===== src/rtl/pfla_ram.sv =====
// pfla_ram: generic single-write, single-read synchronous ram, registered read
// no package dependencies
module pfla_ram #(
    parameter int WIDTH = 8,
    parameter int DEPTH = 16
) (
    input  logic                     i_clk,
    input  logic                     i_we,
    input  logic [$clog2(DEPTH)-1:0] i_waddr,
    input  logic [WIDTH-1:0]         i_wdata,
    input  logic                     i_re,
    input  logic [$clog2(DEPTH)-1:0] i_raddr,
    output logic [WIDTH-1:0]         o_rdata
);
    logic [WIDTH-1:0] r_mem [DEPTH];
    logic [WIDTH-1:0] r_rdata;

    always_ff @(posedge i_clk) begin
        if (i_we) begin
            r_mem[i_waddr] <= i_wdata;
        end
        if (i_re) begin
            r_rdata <= r_mem[i_raddr];
        end
    end

    assign o_rdata = r_rdata;
endmodule


===== config.mk =====
export PLATFORM = sky130hd
export DESIGN_NAME = pfla_ram
export DESIGN_NICKNAME = d
export VERILOG_FILES = /design/src/rtl/pfla_ram.sv
export SDC_FILE = /design/constraint.sdc
export NUM_CORES = 1
export LEC_CHECK = 0
export BUFFER_PORTS_ARGS = -buffer_cell sky130_fd_sc_hd__buf_2
export CELL_PAD_IN_SITES_DETAIL_PLACEMENT = 0
export CELL_PAD_IN_SITES_GLOBAL_PLACEMENT = 1
export CORE_MARGIN = 4
export CORE_UTILIZATION = 60
export CTS_BUF_LIST = sky130_fd_sc_hd__clkbuf_4
export DETAILED_ROUTE_END_ITERATION = 8
export GPL_ROUTABILITY_DRIVEN = 0
export PLACE_DENSITY = 0.88
export SYNTH_ARGS = -nofsm -noshare
export SYNTH_HDL_FRONTEND = slang
export SYNTH_SLANG_ARGS = --single-unit

===== constraint.sdc =====
create_clock -name i_clk -period 3.5 [get_ports i_clk]
set_input_delay 0.35 -clock i_clk [delete_from_list [all_inputs] [get_ports i_clk]]
set_output_delay 0.35 -clock i_clk [all_outputs]
set_load 0.02 [all_outputs]

==> results_dict.tcl <==
set metrics [dict create \
    cp_slowest_cell "buf_2" \
    netlist.area_leader.share_pct 78.12 \
    skew_ns 0.01887 \
    clock_latency_ns 0.52 \
    hold_path.class "in2reg" \
    cp_slowest_stage_delay_ns 0.58 \
    p_per_area_nw_per_um2 515.9 \
    antenna_found_initial 0 \
    worst_ep_arrival_time_ns 2.16 \
    clk_path_buf_depth 2 \
    layout.nets 287 \
    dpl_worst_slack_ns 1.044 \
    status "finished clean" \
    dpl_cell_area_um2 5443 \
    cts-root-buf "clkbuf_4" \
    ys_warn_count 0 \
    hold_viol 0 \
    grt_first_pass_wirelength_um 15010 \
    fp.dieH_um 101.3 \
    ys_async_sr_fraction_pct 0 \
    switching_share_pct 21.60 \
    final_util_pct 68.41 \
    io_buffers 26 \
    ios 27 \
    drt_wl_total_um 9944 \
    grt_use_total_pct 21.62 \
    postRouteAntennaNets 0 \
    wire_per_inst_um 25.83 \
    hold_buffers 0 \
    pwr-share-seq_pct 62.6 \
    synth.area.top_cells "edfxtp_1 (78%), mux4_2 (7.8%), mux4_1 (7.0%)" \
    area_growth_pct 9.143 \
    p_int_w 0.002308 \
    setup.worst_path.start_class "input port" \
    critPathTopFamily "buffers and inverters" \
    p_clk_share_pct 31.8 \
    cap_violations 0 \
    maxClockFrequency_mhz 533.4 \
    grt_pass1_vias 2511 \
    yosys_register_bits 136 \
    row_count 33 \
    min_path_cells 1 \
    via_count 2515 \
    overflow 0 \
    die_w_um 101.3 \
    synth_flop_cell "edfxtp_1" \
    setup_tns_ns 0 \
    dr.pass1.iters 5 \
    syn-mean-instance-area_um2 22.83 \
    synth_edf_count 136 \
    start_util_pct 62.68 \
    finalCriticalPeriod_ns 1.875 \
    cts_tree "done" \
    final.setup.worst_slack_ns 1.625 \
    setup_violations 0 \
    drtIter0Drc 305 \
    antennaDiodeCount 0 \
    post_cts.repair.setup_buffers 0 \
    place_hpwl_um 6112 \
    clkSinkCount 136 \
    fin_crit_sh_pct 53.57 \
    critical_path_required_ns 3.78 \
    path_clk_slew_ns 0.12 \
    final_area_um2 5705 \
    slew-limit-headroom_pct 20.83 \
    power_frac_comb_pct 5.7 \
    rsz0062_at_grt "no" \
    dieArea_um2 10270 \
    synth_commonest_cells "edfxtp_1 (136), mux4_2 (18), a22oi_1 (16), mux4_1 (14), nor2_1 (13)" \
    core_um2 8341 \
    synth_cells 229 \
    vdd_ir_drop_max_mv 0.3357 \
    grt_max_degree 33 \
    ys_seq_area_share_pct 78.12 \
    p_switching_w 0.0006358 \
    worstPathMaxFanout 23 \
    critical_path_buf_inv_count 2 \
    finalMaxSlewViolations 0 \
    crit_path_cell_trace "buf_2 > buf_4 > mux4_1 > a22oi_1 > nand2_1" \
    syn-cell-area_um2 5228 \
    r2r_cells 3 \
    synth_most_common_cell "edfxtp_1" \
    syn-num-nets 248 \
    cts_buffers 17 \
    finalNonFillerCells 385 \
    fillCellCount 513 \
    crit_path_end_kind "register" \
    cp_num_cells 5 \
    layout-drive-gt1-share_pct 28.21 \
    vias_per_cell 6.532 \
    placed_cells 354 \
    ctsHtreeMaxLevel 4 \
    tightest_slew_ns 1.183 \
    ys_types 18 \
    drc 0 \
    yosys.area.top_type "edfxtp_1" \
    cts_resized 0 \
    leakage_nw 1.868 \
    critPathKind "in2reg" \
]
[power groups by stage]
stage,clock network (W),registers [W],logic [W]
6_report,0.000935,0.00184,0.000167
5_1_grt,0.00104,0.00184,0.000181
4_1_cts,0.000954,0.00184,0.000169
3_5_place_dp,0,0.00188,0.000169
3_3_place_gp,0,0.00188,0.000162
2_1_floorplan,0,0.00189,0.0000926
[cells by family (layout without fill, tap and decap cells)]
| logic type | Yosys count | after routing | share of synthesized area [%] |
|---|---|---|---|
| muxes | 32 | 32 | 14.79 |
| AOI/OAI and AO/OA | 16 | 16 | 2.298 |
| and+or+nand+nor | 35 | 35 | 3.136 |
| buffers and inverters | 10 | 61 | 1.651 |
| DFF | 136 | 136 | 78.12 |
[metal layers]
layer	vias to the layer above	GRT usage [%]	part of all wire, %
met2	154	33.55	51
met5	-	0	0
met4	0	7.362	1.4
met1	1284	30.02	39
li1	1062	-	-
met3	15	6.336	8.6
[state kept, by name, indices dropped and copies added, names as in the netlist]
name and flops:
o_rdata 8, r_mem 128
[cell type report]
class,count,area (um2),area share (%)
Clock buffer,17,127.6,2.237
Clock inverter,14,135.1,2.368
Sequential cell,136,4084,71.58
Multi-Input combinational cell,83,1067,18.71
Timing Repair Buffer,30,160.2,2.807
Tap cell,105,131.4,2.303
[per-stage QoR]
| step | hold WS (ns) | total power (W) |
|---|---|---|
| 2_1_floorplan | 0.4489 | 0.001979 |
| 3_3_place_gp | 0.7174 | 0.002039 |
| 3_5_place_dp | 0.7274 | 0.002048 |
| 4_1_cts | 0.1652 | 0.002965 |
| 5_1_grt | 0.1308 | 0.003065 |
| 6_report | 0.1911 | 0.002944 |
[path summary, 6_finish.rpt]
kind                                  start         end  slack, ns
worst max-delay path             i_raddr[0]  o_rdata[5]       1.63
worst min-delay path                   i_re  o_rdata[5]       0.19
worst max register to register  r_mem[3][4]  o_rdata[4]       1.94
worst min register to register  r_mem[4][2]  o_rdata[2]       0.75
[placed cells by master (no fill, tap or decap), types with 2 or more instances in the layout]
master and count:
a22oi_1 16, buf_2 26, buf_4 4, bufinv_16 2
clkbuf_4 17, clkinv_1 3, clkinv_2 3, clkinv_4 3
clkinvlp_4 3, edfxtp_1 136, mux4_1 14, mux4_2 18
nand2_1 9, nand2b_1 2, nand3b_1 2, nor2_1 13
nor3_1 2, nor3_2 2
[worst register-to-register path: cells and delay by family, from the launching register on]
| kind | cells | cell delay (ns) |
|---|---|---|
| muxes | 1 | 0.48 |
| DFF | 1 | 0.39 |
| AOI/OAI and AO/OA | 1 | 0.33 |
| and+or+nand+nor | 1 | 0.11 |
Note: power is estimated with default switching activity, not from simulation.
