--- config.mk ---
export PLATFORM = sky130hd
export DESIGN_NAME = pfla_apb
export DESIGN_NICKNAME = d
export VERILOG_FILES = /design/src/rtl/pfla_pkg.sv /design/src/rtl/pfla_apb.sv
export SDC_FILE = /design/constraint.sdc
export NUM_CORES = 1
export LEC_CHECK = 0
export BUFFER_PORTS_ARGS = -buffer_cell sky130_fd_sc_hd__buf_2
export CAP_MARGIN = 20
export CORE_MARGIN = 2
export CORE_UTILIZATION = 46
export CTS_CLUSTER_SIZE = 25
export DETAILED_ROUTE_END_ITERATION = 10
export PLACE_DENSITY = 0.93
export SYNTH_ARGS = -nofsm -noshare
export SYNTH_HDL_FRONTEND = slang
export SYNTH_SLANG_ARGS = --single-unit
--- constraint.sdc ---
create_clock -name i_clk -period 2.5 [get_ports i_clk]
set_input_delay 0.5 -clock i_clk [delete_from_list [all_inputs] [get_ports i_clk]]
set_output_delay 0.5 -clock i_clk [all_outputs]
set_load 0.05 [all_outputs]
--- src/rtl/pfla_pkg.sv ---
// pfla_pkg: constants, codes and shared types of the power-of-two page allocator
// used by the interfaces, the register port, the allocator core and the top level
package pfla_pkg;

    localparam int PAGE_BITS    = 12;
    localparam int MIN_ORDER    = 12;
    localparam int ORDER_LIMIT  = 25;
    localparam int REGION_PAGES = 4096;

    localparam int ADDR_W     = 48;
    localparam int LEN_W      = 25;
    localparam int SIZE_W     = 32;
    localparam int PAGE_W     = $clog2(REGION_PAGES);
    localparam int NUM_ORDERS = ORDER_LIMIT - MIN_ORDER;
    localparam int IDX_W      = $clog2(NUM_ORDERS);
    localparam int ORD_W      = $clog2(ORDER_LIMIT + 1);

    localparam int APB_DW    = 64;
    localparam int APB_AW    = 4;
    localparam int REG_SHIFT = 3;

    localparam logic REG_BASE   = 1'b0;
    localparam logic REG_LENGTH = 1'b1;

    typedef enum logic {
        FN_ALLOC = 1'b0,
        FN_FREE  = 1'b1
    } t_func;

    typedef enum logic [1:0] {
        ST_OK        = 2'd0,
        ST_TOO_LARGE = 2'd1,
        ST_NO_MEM    = 2'd2,
        ST_BAD_ADDR  = 2'd3
    } t_status;

    typedef enum logic [3:0] {
        S_IDLE,
        S_ORDER,
        S_CHECK,
        S_FPUSH,
        S_POP_RD,
        S_POP_WB,
        S_SPLIT,
        S_BUMP,
        S_DONE
    } t_state;

    typedef struct packed {
        logic              valid;
        logic [PAGE_W-1:0] page;
    } t_link;

    typedef struct packed {
        logic              we;
        logic [PAGE_W-1:0] waddr;
        t_link             wdata;
        logic              re;
        logic [PAGE_W-1:0] raddr;
    } t_ram_req;

    typedef struct packed {
        logic [ADDR_W-1:0] region_base;
        logic [LEN_W-1:0]  region_length;
    } t_cfg;

endpackage

--- src/rtl/pfla_apb.sv ---
// pfla_apb: apb register port holding region base and region length
// depends on pfla_pkg
module pfla_apb import pfla_pkg::*; (
    input  logic              i_clk,
    input  logic              i_rst_n,
    input  logic              psel,
    input  logic              penable,
    input  logic              pwrite,
    input  logic [APB_AW-1:0] paddr,
    input  logic [APB_DW-1:0] pwdata,
    output logic [APB_DW-1:0] prdata,
    output logic              pready,
    output t_cfg              o_cfg
);
    logic [ADDR_W-1:0] r_base, n_base;
    logic [LEN_W-1:0]  r_len, n_len;
    logic              w_wr;

    assign pready = 1'b1;
    assign w_wr   = psel && penable && pwrite && pready;

    always_comb begin
        n_base = r_base;
        n_len  = r_len;
        if (w_wr) begin
            case (paddr[REG_SHIFT])
                REG_BASE:   n_base = pwdata[ADDR_W-1:0];
                REG_LENGTH: n_len  = pwdata[LEN_W-1:0];
                default:    n_base = r_base;
            endcase
        end
    end

    always_ff @(posedge i_clk) begin
        if (!i_rst_n) begin
            r_base <= '0;
            r_len  <= '0;
        end else begin
            r_base <= n_base;
            r_len  <= n_len;
        end
    end

    always_comb begin
        case (paddr[REG_SHIFT])
            REG_BASE:   prdata = APB_DW'(r_base);
            REG_LENGTH: prdata = APB_DW'(r_len);
            default:    prdata = '0;
        endcase
    end

    assign o_cfg.region_base   = r_base;
    assign o_cfg.region_length = r_len;
endmodule

==> results of run 1 <==
## power groups by stage
stage          Combinational [uW]  Sequential (uW)  Clock (uW)
6_report                      423             1210        1200
5_1_grt                       453             1210        1270
4_1_cts                       426             1210        1230
3_5_place_dp                  425             1230           0
3_3_place_gp                  417             1230           0
2_1_floorplan                 248             1320           0
## stage by stage
step	setup WS [ns]	area (um2)	hold WS (ns)	instances
6_report	0.5796	4524	0.4110	629
5_1_grt	0.5311	4524	0.3861	629
4_1_cts	0.5771	4524	0.3962	629
3_5_place_dp	0.5843	4259	0.4579	614
3_3_place_gp	0.5802	4259	0.4508	614
2_1_floorplan	0.4186	3411	0.6422	377
## state kept, by name, summed over array words and instances, names as in the netlist
signal  cells
r_base     48
r_len      25
## worst min-delay path, cell delays in order
cell	delay (ns)
buf_2	0.10
nand2_1	0.04
mux2i_1	0.05
## synth_stat cells
| master | number |
|---|---|
| mux2_2 | 25 |
| nand2_1 | 121 |
| dfxtp_1 | 73 |
| conb_1 | 2 |
| buf_1 | 1 |
| mux2i_1 | 73 |
| buf_2 | 7 |
| nand4_2 | 1 |
| buf_4 | 18 |
| nor2b_1 | 23 |
| and4b_1 | 1 |
| clkbuf_1 | 15 |
| buf_6 | 2 |
## final cells by class
type                            instances  area share (%)
Sequential cell                        73           32.30
Tap cell                               99           2.738
Multi-Input combinational cell        261           37.53
Timing Repair Buffer                  181           21.57
Clock inverter                          5           2.821
Clock buffer                           10           3.042
## how the worst max path moves through the flow
stage	startpoint	end	slack, ns	cells past startpoint
6_report	paddr[3]	prdata[0]	0.58	4
5_1_grt	paddr[3]	prdata[42]	0.53	5
4_1_cts	paddr[3]	prdata[0]	0.58	4
3_5_place_dp	paddr[3]	prdata[0]	0.58	4
3_3_place_gp	paddr[3]	prdata[41]	0.58	5
2_1_floorplan	paddr[3]	prdata[26]	0.42	3
## cells by family (layout without fill, tap and decap cells)
kind of cell | Yosys count | after routing
flops | 73 | 73
other cells | 2 | 17
buf+inv | 43 | 196
simple gates | 146 | 146
mux | 98 | 98
## layer usage
layer  up-vias  track usage, %  wire, um
li1       1474               -         -
met2       115           35.15      4169
met3        10           5.171       469
met5         -               0         0
met1      1389           20.65      3186
met4         0           6.513        89
==> summary.md, run 1 <==
| Metric | Value |
|---|---|
| Ys Warns | `0` |
| Via count | `2988` |
| Synth Instances | `362` |
| CP top delay family | `buffers and inverters` |
| Vias in the first global route | `2743` |
| Hpwl dp | `5.871 mm` |
| Vert. Die Dim | `89.40 um` |
| Comb power frac | `15.0%` |
| Final ANT Viol Nets | `0` |
| Peak supply drop | `0.3099 mV` |
| Max_cap viols | `0` |
| Most frequent cells in the layout | `buf_2, nand2_1, mux2i_1, dfxtp_1, mux2_2` |
| Post-cts resize count | `0` |
| Sw Ratio | `26.06%` |
| Hold Path Sink | `r_base[45]` |
| Tightest Pin Transition | `0.5902 ns` |
| Synth Area in Compound Gates | `0%` |
| Power Total | `2826 uW` |
| Leakage | `0.002415 uW` |
| 1st-pass router iterations | `6` |
| Post-route DRC violation count | `0` |
| Setup tns final | `0 ns` |
| Final period util | `76.82%` |
| # setup viols final | `0` |
| Top Ports | `211` |
| Num CTS Buffers | `9` |
| CTS Sinks | `73` |
| Area of the multi-input gates | `0.001698 mm2` |
| Crit path launch type | `primary input` |
| GRT Util Overall | `18.96%` |
| Seq/Total Area, Yosys | `43.57%` |
| Filler cells | `614` |
| Cells along the critical path | `buf_2 -> buf_4 -> mux2_2 -> buf_2` |
| Yosys top cell by area | `dfxtp_1` |
| Cell Rows | `31` |
| PD cells | `624.6 mW/mm2` |
| Internal power | `2089 uW` |
| Layout area overhead | `34.88%` |
| First-pass GRT wire length | `11.85 mm` |
| Critical path buffer and inverter count | `3` |
| Worst-path clk slew | `0.07 ns` |
| Pin count of the biggest net entering global routing | `57` |
| Mux share of post-synthesis cell area | `30.18%` |
| Commonest non-fill, non-tap cell in the layout | `buf_2` |
| Port Buf Inserts | `174` |
| Fmax | `0.5207 GHz` |
| Initial Util | `47.00%` |
| Xor/xnor cell area share of the yosys netlist | `0%` |
| Crit Path Category | `in -> out` |
| GPL Wtd Cong | `0.7524` |
| Vias per Instance | `4.750` |
| Part of the power in the clock network | `42.3%` |
| Slew headroom | `60.56%` |
| Clock latency on the worst-skew pair | `0.33 ns` |
| Worst hold stages | `3` |
| Layout cells sized above 1 | `42.08%` |
| Initial antenna violation count | `0` |
| CP Capture Type | `output port` |
| Reg-to-reg endpoint | `r_len[16]` |
| CTS tree | `done` |
| Skew final | `0 ns` |
| Worst hold path type | `in -> reg` |
| Routed WL | `7.915 mm` |
| RR Startpoint | `r_len[16]` |
| Cell Area, Synth | `0.003354 mm2` |
| GRT overflow | `0` |
| Setup bufs post-CTS | `0` |
| Post-CTS Hold Buffers | `0` |
| Synth Register Bits | `73` |
| Final Hold Viols | `0` |
| R2R setup slack | `1.84 ns` |
| Sw power | `736.3 uW` |
| Cell mode on critical path | `buf_2` |
| Finished Core Util | `63.39%` |
| Number of distinct library cells after synthesis | `13` |
| CTS max path bufs | `2` |
| CTS H-Tree Depth | `3` |
| Synth Area in Adders | `0%` |
| Simple-gate area share of the yosys netlist | `18.50%` |
| Crit-path slowest cell | `mux2_2` |
| Status | `finished, final reports clean` |
| Crit path time final | `1.920 ns` |
| Synth top area share | `43.57%` |
| Die area | `0.007991 mm2` |
| Largest cells by area after synthesis | `dfxtp_1, mux2i_1, nand2_1` |
| Crit Path Max Fanout | `14` |
| Slew Limit Fails | `0` |
| Core Box Area | `0.007137 mm2` |
| Hold Path Origin | `pwdata[45]` |
| Crit path DAT | `1.42 ns` |
| Synthesized area per cell | `9.266 um2` |
| Final nets | `599` |
| Drt wl/cell | `12.58 um` |
| Sequential Power Share | `42.7%` |
| Largest family of logic cells by synthesized area | `multiplexers` |
| Die Width | `89.40 um` |
| Max incr delay on CP | `0.35 ns` |
| RSZ-0062 raised after global routing | `no` |
| Worst EP required | `2.00 ns` |
| # diodes | `0` |
| CTS root buffer | `clkbuf_8` |
| DR iter-0 viols | `53` |
| Sequential cell area | `0.001461 mm2` |
| Worst r2r path cells | `2` |
Power figures use the tool's default switching activity.
==> inputs of run 2 (changes only) <==
Settings changed: CORE_UTILIZATION 46 to 43, PLACE_DENSITY 0.93 to 0.89.
Clock period 2.5 ns to 1.95 ns, I/O delays scaled along.
==> run 2 against run 1 <==
- sequential share of layout area increased by 0.20 points
- critical path type unchanged
- via count increased by 0.87%
- largest power group unchanged
- critical endpoint is now prdata[21]
- final cell count increased by 0.48%
- combinational power increased by 29%
- design area decreased by 0.61%
- sequential power increased by 28%
- worst setup slack got worse by 0.31 ns
==> summary.md, run 2 (same netlist as run 1, synthesis figures left out) <==
| Metric | Value |
|---|---|
| Crit path time final | `1.683 ns` |
| Placed cell areas | `0.004268 mm2` |
| Crit path DAT | `1.29 ns` |
| Drt wl/cell | `12.53 um` |
| CTS Sinks | `73` |
| Reg with most FFs | `r_base` |
| Internal power | `2458 uW` |
| Worst-path clk slew | `0.08 ns` |
| Routed WL | `7.919 mm` |
| Initial antenna violation count | `0` |
| PD cells | `760.6 mW/mm2` |
| GPL Wtd Cong | `0.7061` |
| GRT overflow | `0` |
| Largest registers | `r_base: 48 flops, r_len: 25 flops` |
| # setup viols final | `0` |
| Final period util | `86.29%` |
| CTS tree | `done` |
| First-pass GRT wire length | `12.73 mm` |
| Post-CTS Hold Buffers | `0` |
| Max reg flops | `48` |
| Setup bufs post-CTS | `0` |
| Hpwl dp | `5.802 mm` |
| Die Width | `92.33 um` |
| RR Startpoint | `r_len[0]` |
| Crit path launch | `paddr[3]` |
| Clock latency on the worst-skew pair | `0.33 ns` |
| RSZ-0062 raised after global routing | `no` |
| Crit Path Category | `in -> out` |
| Initial Util | `43.86%` |
| GRT Util Overall | `18.10%` |
| CP Capture Type | `output port` |
| Layout cells sized above 1 | `42.08%` |
| Layout area overhead | `34.05%` |
| Top Ports | `211` |
| Worst EP required | `1.56 ns` |
| Post-cts resize count | `0` |
| Core Box Area | `0.007647 mm2` |
| Fin Hold WS | `0.2984 ns` |
| Num CTS Buffers | `9` |
| Peak supply drop | `0.5560 mV` |
| Setup tns final | `0 ns` |
| Worst hold path type | `in -> reg` |
| CTS H-Tree Depth | `3` |
| Post-route DRC violation count | `0` |
| Sequential Power Share | `45.2%` |
| Final nets | `598` |
| Commonest non-fill, non-tap cell in the layout | `buf_2` |
| Vert. Die Dim | `92.33 um` |
| Pin count of the biggest net entering global routing | `122` |
| Tightest Pin Transition | `0.5035 ns` |
| Hold Path Origin | `pwdata[40]` |
| Crit Path Max Fanout | `30` |
| Cell Rows | `32` |
| Die area | `0.008524 mm2` |
| Final ANT Viol Nets | `0` |
| Slew headroom | `66.44%` |
| Most frequent cells in the layout | `buf_2, nand2_1, mux2i_1, dfxtp_1, mux2_2` |
| Fin area | `0.004497 mm2` |
| Leakage | `0.002399 uW` |
| Status | `finished, final reports clean` |
| Slew Limit Fails | `0` |
| DR iter-0 viols | `64` |
| Comb power frac | `15.9%` |
| Port Buf Inserts | `174` |
| Via count | `3014` |
| Sw Ratio | `28.13%` |
| Vias per Instance | `4.769` |
| Max_cap viols | `0` |
| CTS root buffer | `clkbuf_8` |
| Part of the power in the clock network | `38.9%` |
| # diodes | `0` |
| Fmax | `0.5943 GHz` |
| Final Hold Viols | `0` |
| CTS max path bufs | `2` |
| Crit path launch type | `primary input` |
| Skew final | `0 ns` |
| Vias in the first global route | `2910` |
| Sw power | `961.9 uW` |
| 1st-pass router iterations | `4` |
## run 2: changes by cell type in the layout (fill, tap and decap cells not counted), sizes merged
cell / before / now
buf: 181 / 180
clkbuf: 10 / 11
bufinv: 4 / 2
clkinv: 0 / 2
## run 2: final timing paths
| path | end | slack (ns) | cells past startpoint |
|---|---|---|---|
| hold reg to reg | r_base[12] | 0.47 | 2 |
| setup reg to reg | r_len[0] | 1.27 | 2 |
| setup / recovery | prdata[21] | 0.27 | 4 |
| hold / removal | r_base[40] | 0.30 | 3 |
## run 2: layout make-up
class | count | area (um2)
Clock buffer | 11 | 151.4
Tap cell | 102 | 127.6
Sequential cell | 73 | 1461
Fill cell | 675 | 3151
Multi-Input combinational cell | 261 | 1698
Timing Repair Buffer | 180 | 980.9
Clock inverter | 5 | 77.57
## run 2: critical path, cell delays in order
cell	delay [ns]
buf_2	0.14
buf_12	0.19
mux2_2	0.35
buf_2	0.21
## run 2: per-stage QoR
step | setup slack, ns | power, uW | utilization [%] | cells
after CTS | 0.2709 | 3462 | 58.80 | 632
after floorplan | 0.08857 | 2010 | - | 377
after global routing | 0.2373 | 3545 | 58.80 | 632
after detailed placement | 0.2741 | 2126 | 55.81 | 616
after global placement | 0.2841 | 2115 | 55.81 | 616
final | 0.2674 | 3420 | 58.80 | 632
## run 2: power by group through the flow
stage | logic [uW] | clock network [uW] | registers [uW]
2_1_floorplan | 318 | 0 | 1690
3_3_place_gp | 537 | 0 | 1580
3_5_place_dp | 545 | 0 | 1580
4_1_cts | 546 | 1370 | 1550
5_1_grt | 577 | 1420 | 1550
6_report | 544 | 1330 | 1550
## run 2: metal layers
layer  track usage (%)  part of all wire (%)  vias to the layer above  wire (um)
li1                  -                     -                     1471          -
met1             19.61                    41                     1407       3268
met2             34.18                    51                      125       4027
met3             4.475                   6.4                       11        510
met4             5.846                   1.4                        0        113
met5                 0                     0                        -          0
==> inputs of run 3 (changes only) <==
Settings changed: SKIP_CTS_REPAIR_TIMING set to 1.
Clock period 1.95 ns to 1.6 ns, I/O delays scaled along.
==> run 3 against run 2 <==
- non-clock buffer count grew 3
- sequential power up 22%
- design area fell by 0.28%
- die area stayed put
- combinational power is 24% higher
- first-iteration DRC count is 6.3% higher
- critical path type unchanged
- highest routed layer unchanged
==> summary.md, run 3 (same netlist as run 1, synthesis figures left out) <==
| Metric | Value |
|---|---|
| Status | `finished, final reports clean` |
| Die Width | `92.33 um` |
| Routed WL | `7.961 mm` |
| 1st-pass router iterations | `5` |
| Max reg flops | `48` |
| CTS tree | `done` |
| CTS root buffer | `clkbuf_8` |
| Commonest non-fill, non-tap cell in the layout | `buf_2` |
| Vias per Instance | `4.741` |
| Pin count of the biggest net entering global routing | `54` |
| # setup viols final | `0` |
| Final nets | `601` |
| Final Hold Viols | `0` |
| Crit path launch type | `primary input` |
| Core Box Area | `0.007647 mm2` |
| Largest registers | `r_base: 48 flops, r_len: 25 flops` |
| Port Buf Inserts | `174` |
| Placed cell areas | `0.004323 mm2` |
| Worst-path clk slew | `0.07 ns` |
| CTS H-Tree Depth | `3` |
| Skew final | `0 ns` |
| Leakage | `0.002394 uW` |
| First-pass GRT wire length | `12.48 mm` |
| Peak supply drop | `0.4392 mV` |
| Final period util | `95.87%` |
| Clock latency on the worst-skew pair | `0.33 ns` |
| CTS Sinks | `73` |
| GRT Util Overall | `18.15%` |
| Die area | `0.008524 mm2` |
| Most frequent cells in the layout | `buf_2, nand2_1, mux2i_1, dfxtp_1, mux2_2` |
| Vias in the first global route | `2753` |
| CP Capture Type | `output port` |
| Fmax | `0.6519 GHz` |
| Non-filler instance count after layout | `634` |
| Finished Core Util | `58.64%` |
| Worst EP required | `1.28 ns` |
| Via count | `3006` |
| Num CTS Buffers | `9` |
| Post-route DRC violation count | `0` |
| Worst hold stages | `3` |
| Reg-to-reg endpoint | `r_len[16]` |
| Fin area | `0.004484 mm2` |
| RR Startpoint | `r_len[16]` |
| Hold Path Sink | `r_base[39]` |
| GPL Wtd Cong | `0.7567` |
| Hold Path Origin | `pwdata[39]` |
| Final ANT Viol Nets | `0` |
| PD cells | `839.5 mW/mm2` |
| Worst hold path type | `in -> reg` |
| Worst r2r path cells | `2` |
| RSZ-0062 raised after global routing | `no` |
| Layout cells sized above 1 | `42.67%` |
| DR iter-0 viols | `68` |
| R2R setup slack | `0.96 ns` |
| Initial antenna violation count | `0` |
| Cell Rows | `32` |
| Crit Path Max Fanout | `22` |
| Slew Limit Fails | `0` |
| Reg with most FFs | `r_base` |
| Hpwl dp | `6.037 mm` |
| Initial Util | `43.86%` |
| GRT overflow | `0` |
| CTS max path bufs | `2` |
| Crit Path Category | `in -> out` |
| # diodes | `0` |
| Top Ports | `211` |
| Crit path time final | `1.534 ns` |
| Layout area overhead | `33.68%` |
| Crit path DAT | `1.21 ns` |
| Drt wl/cell | `12.56 um` |
| DP Cell Count | `619` |
| Vert. Die Dim | `92.33 um` |
| Max_cap viols | `0` |
run 3: layout make-up:
type / instances / area [um2]
fill: 685 / 3163
timing repair buffer: 183 / 1028
clock buffer: 11 / 141.4
multi-input combinational: 261 / 1705
sequential: 73 / 1461
tap: 102 / 127.6
clock inverter: 4 / 20.02
run 3: worst max-delay path by stage:
| stage | start | end | slack (ns) | cells after the start |
|---|---|---|---|---|
| 3_3_place_gp | paddr[3] | prdata[16] | 0.08 | 4 |
| 3_5_place_dp | paddr[3] | r_base[44] | 0.05 | 5 |
| 2_1_floorplan | r_base[26] | prdata[26] | -0.13 | 1 |
| 6_report | paddr[3] | prdata[22] | 0.07 | 4 |
| 5_1_grt | paddr[3] | prdata[22] | 0.04 | 4 |
| 4_1_cts | paddr[3] | prdata[22] | 0.06 | 4 |
run 3: metal layers:
metal / wire length [um] / track usage, %
met4: 148 / 7.090
met2: 4135 / 33.33
met5: 0 / 0
met3: 509 / 4.475
met1: 3168 / 19.98
run 3: worst max-delay path, stage by stage:
cell,delay [ns]
buf_2,0.13
buf_12,0.18
mux2_2,0.36
buf_2,0.21
run 3: power breakdown:
group	total [uW]	internal (uW)	switching, uW	leakage (uW)
logic	672	190	482	0.00171
registers	1890	1860	29.0	0.000591
clock network	1210	586	621	0.0000887
total	3760	2630	1130	0.00239
run 3: through the flow:
step	total power, uW	TNS [ns]	hold slack, ns	worst slack [ns]
after floorplan	2451	-2.590	0.4622	-0.1295
after global placement	2585	0	0.4488	0.07874
after detailed placement	2602	0	0.4585	0.05318
after CTS	3815	0	0.2053	0.05586
after global routing	3946	0	0.2196	0.04342
final	3765	0	0.2282	0.06604
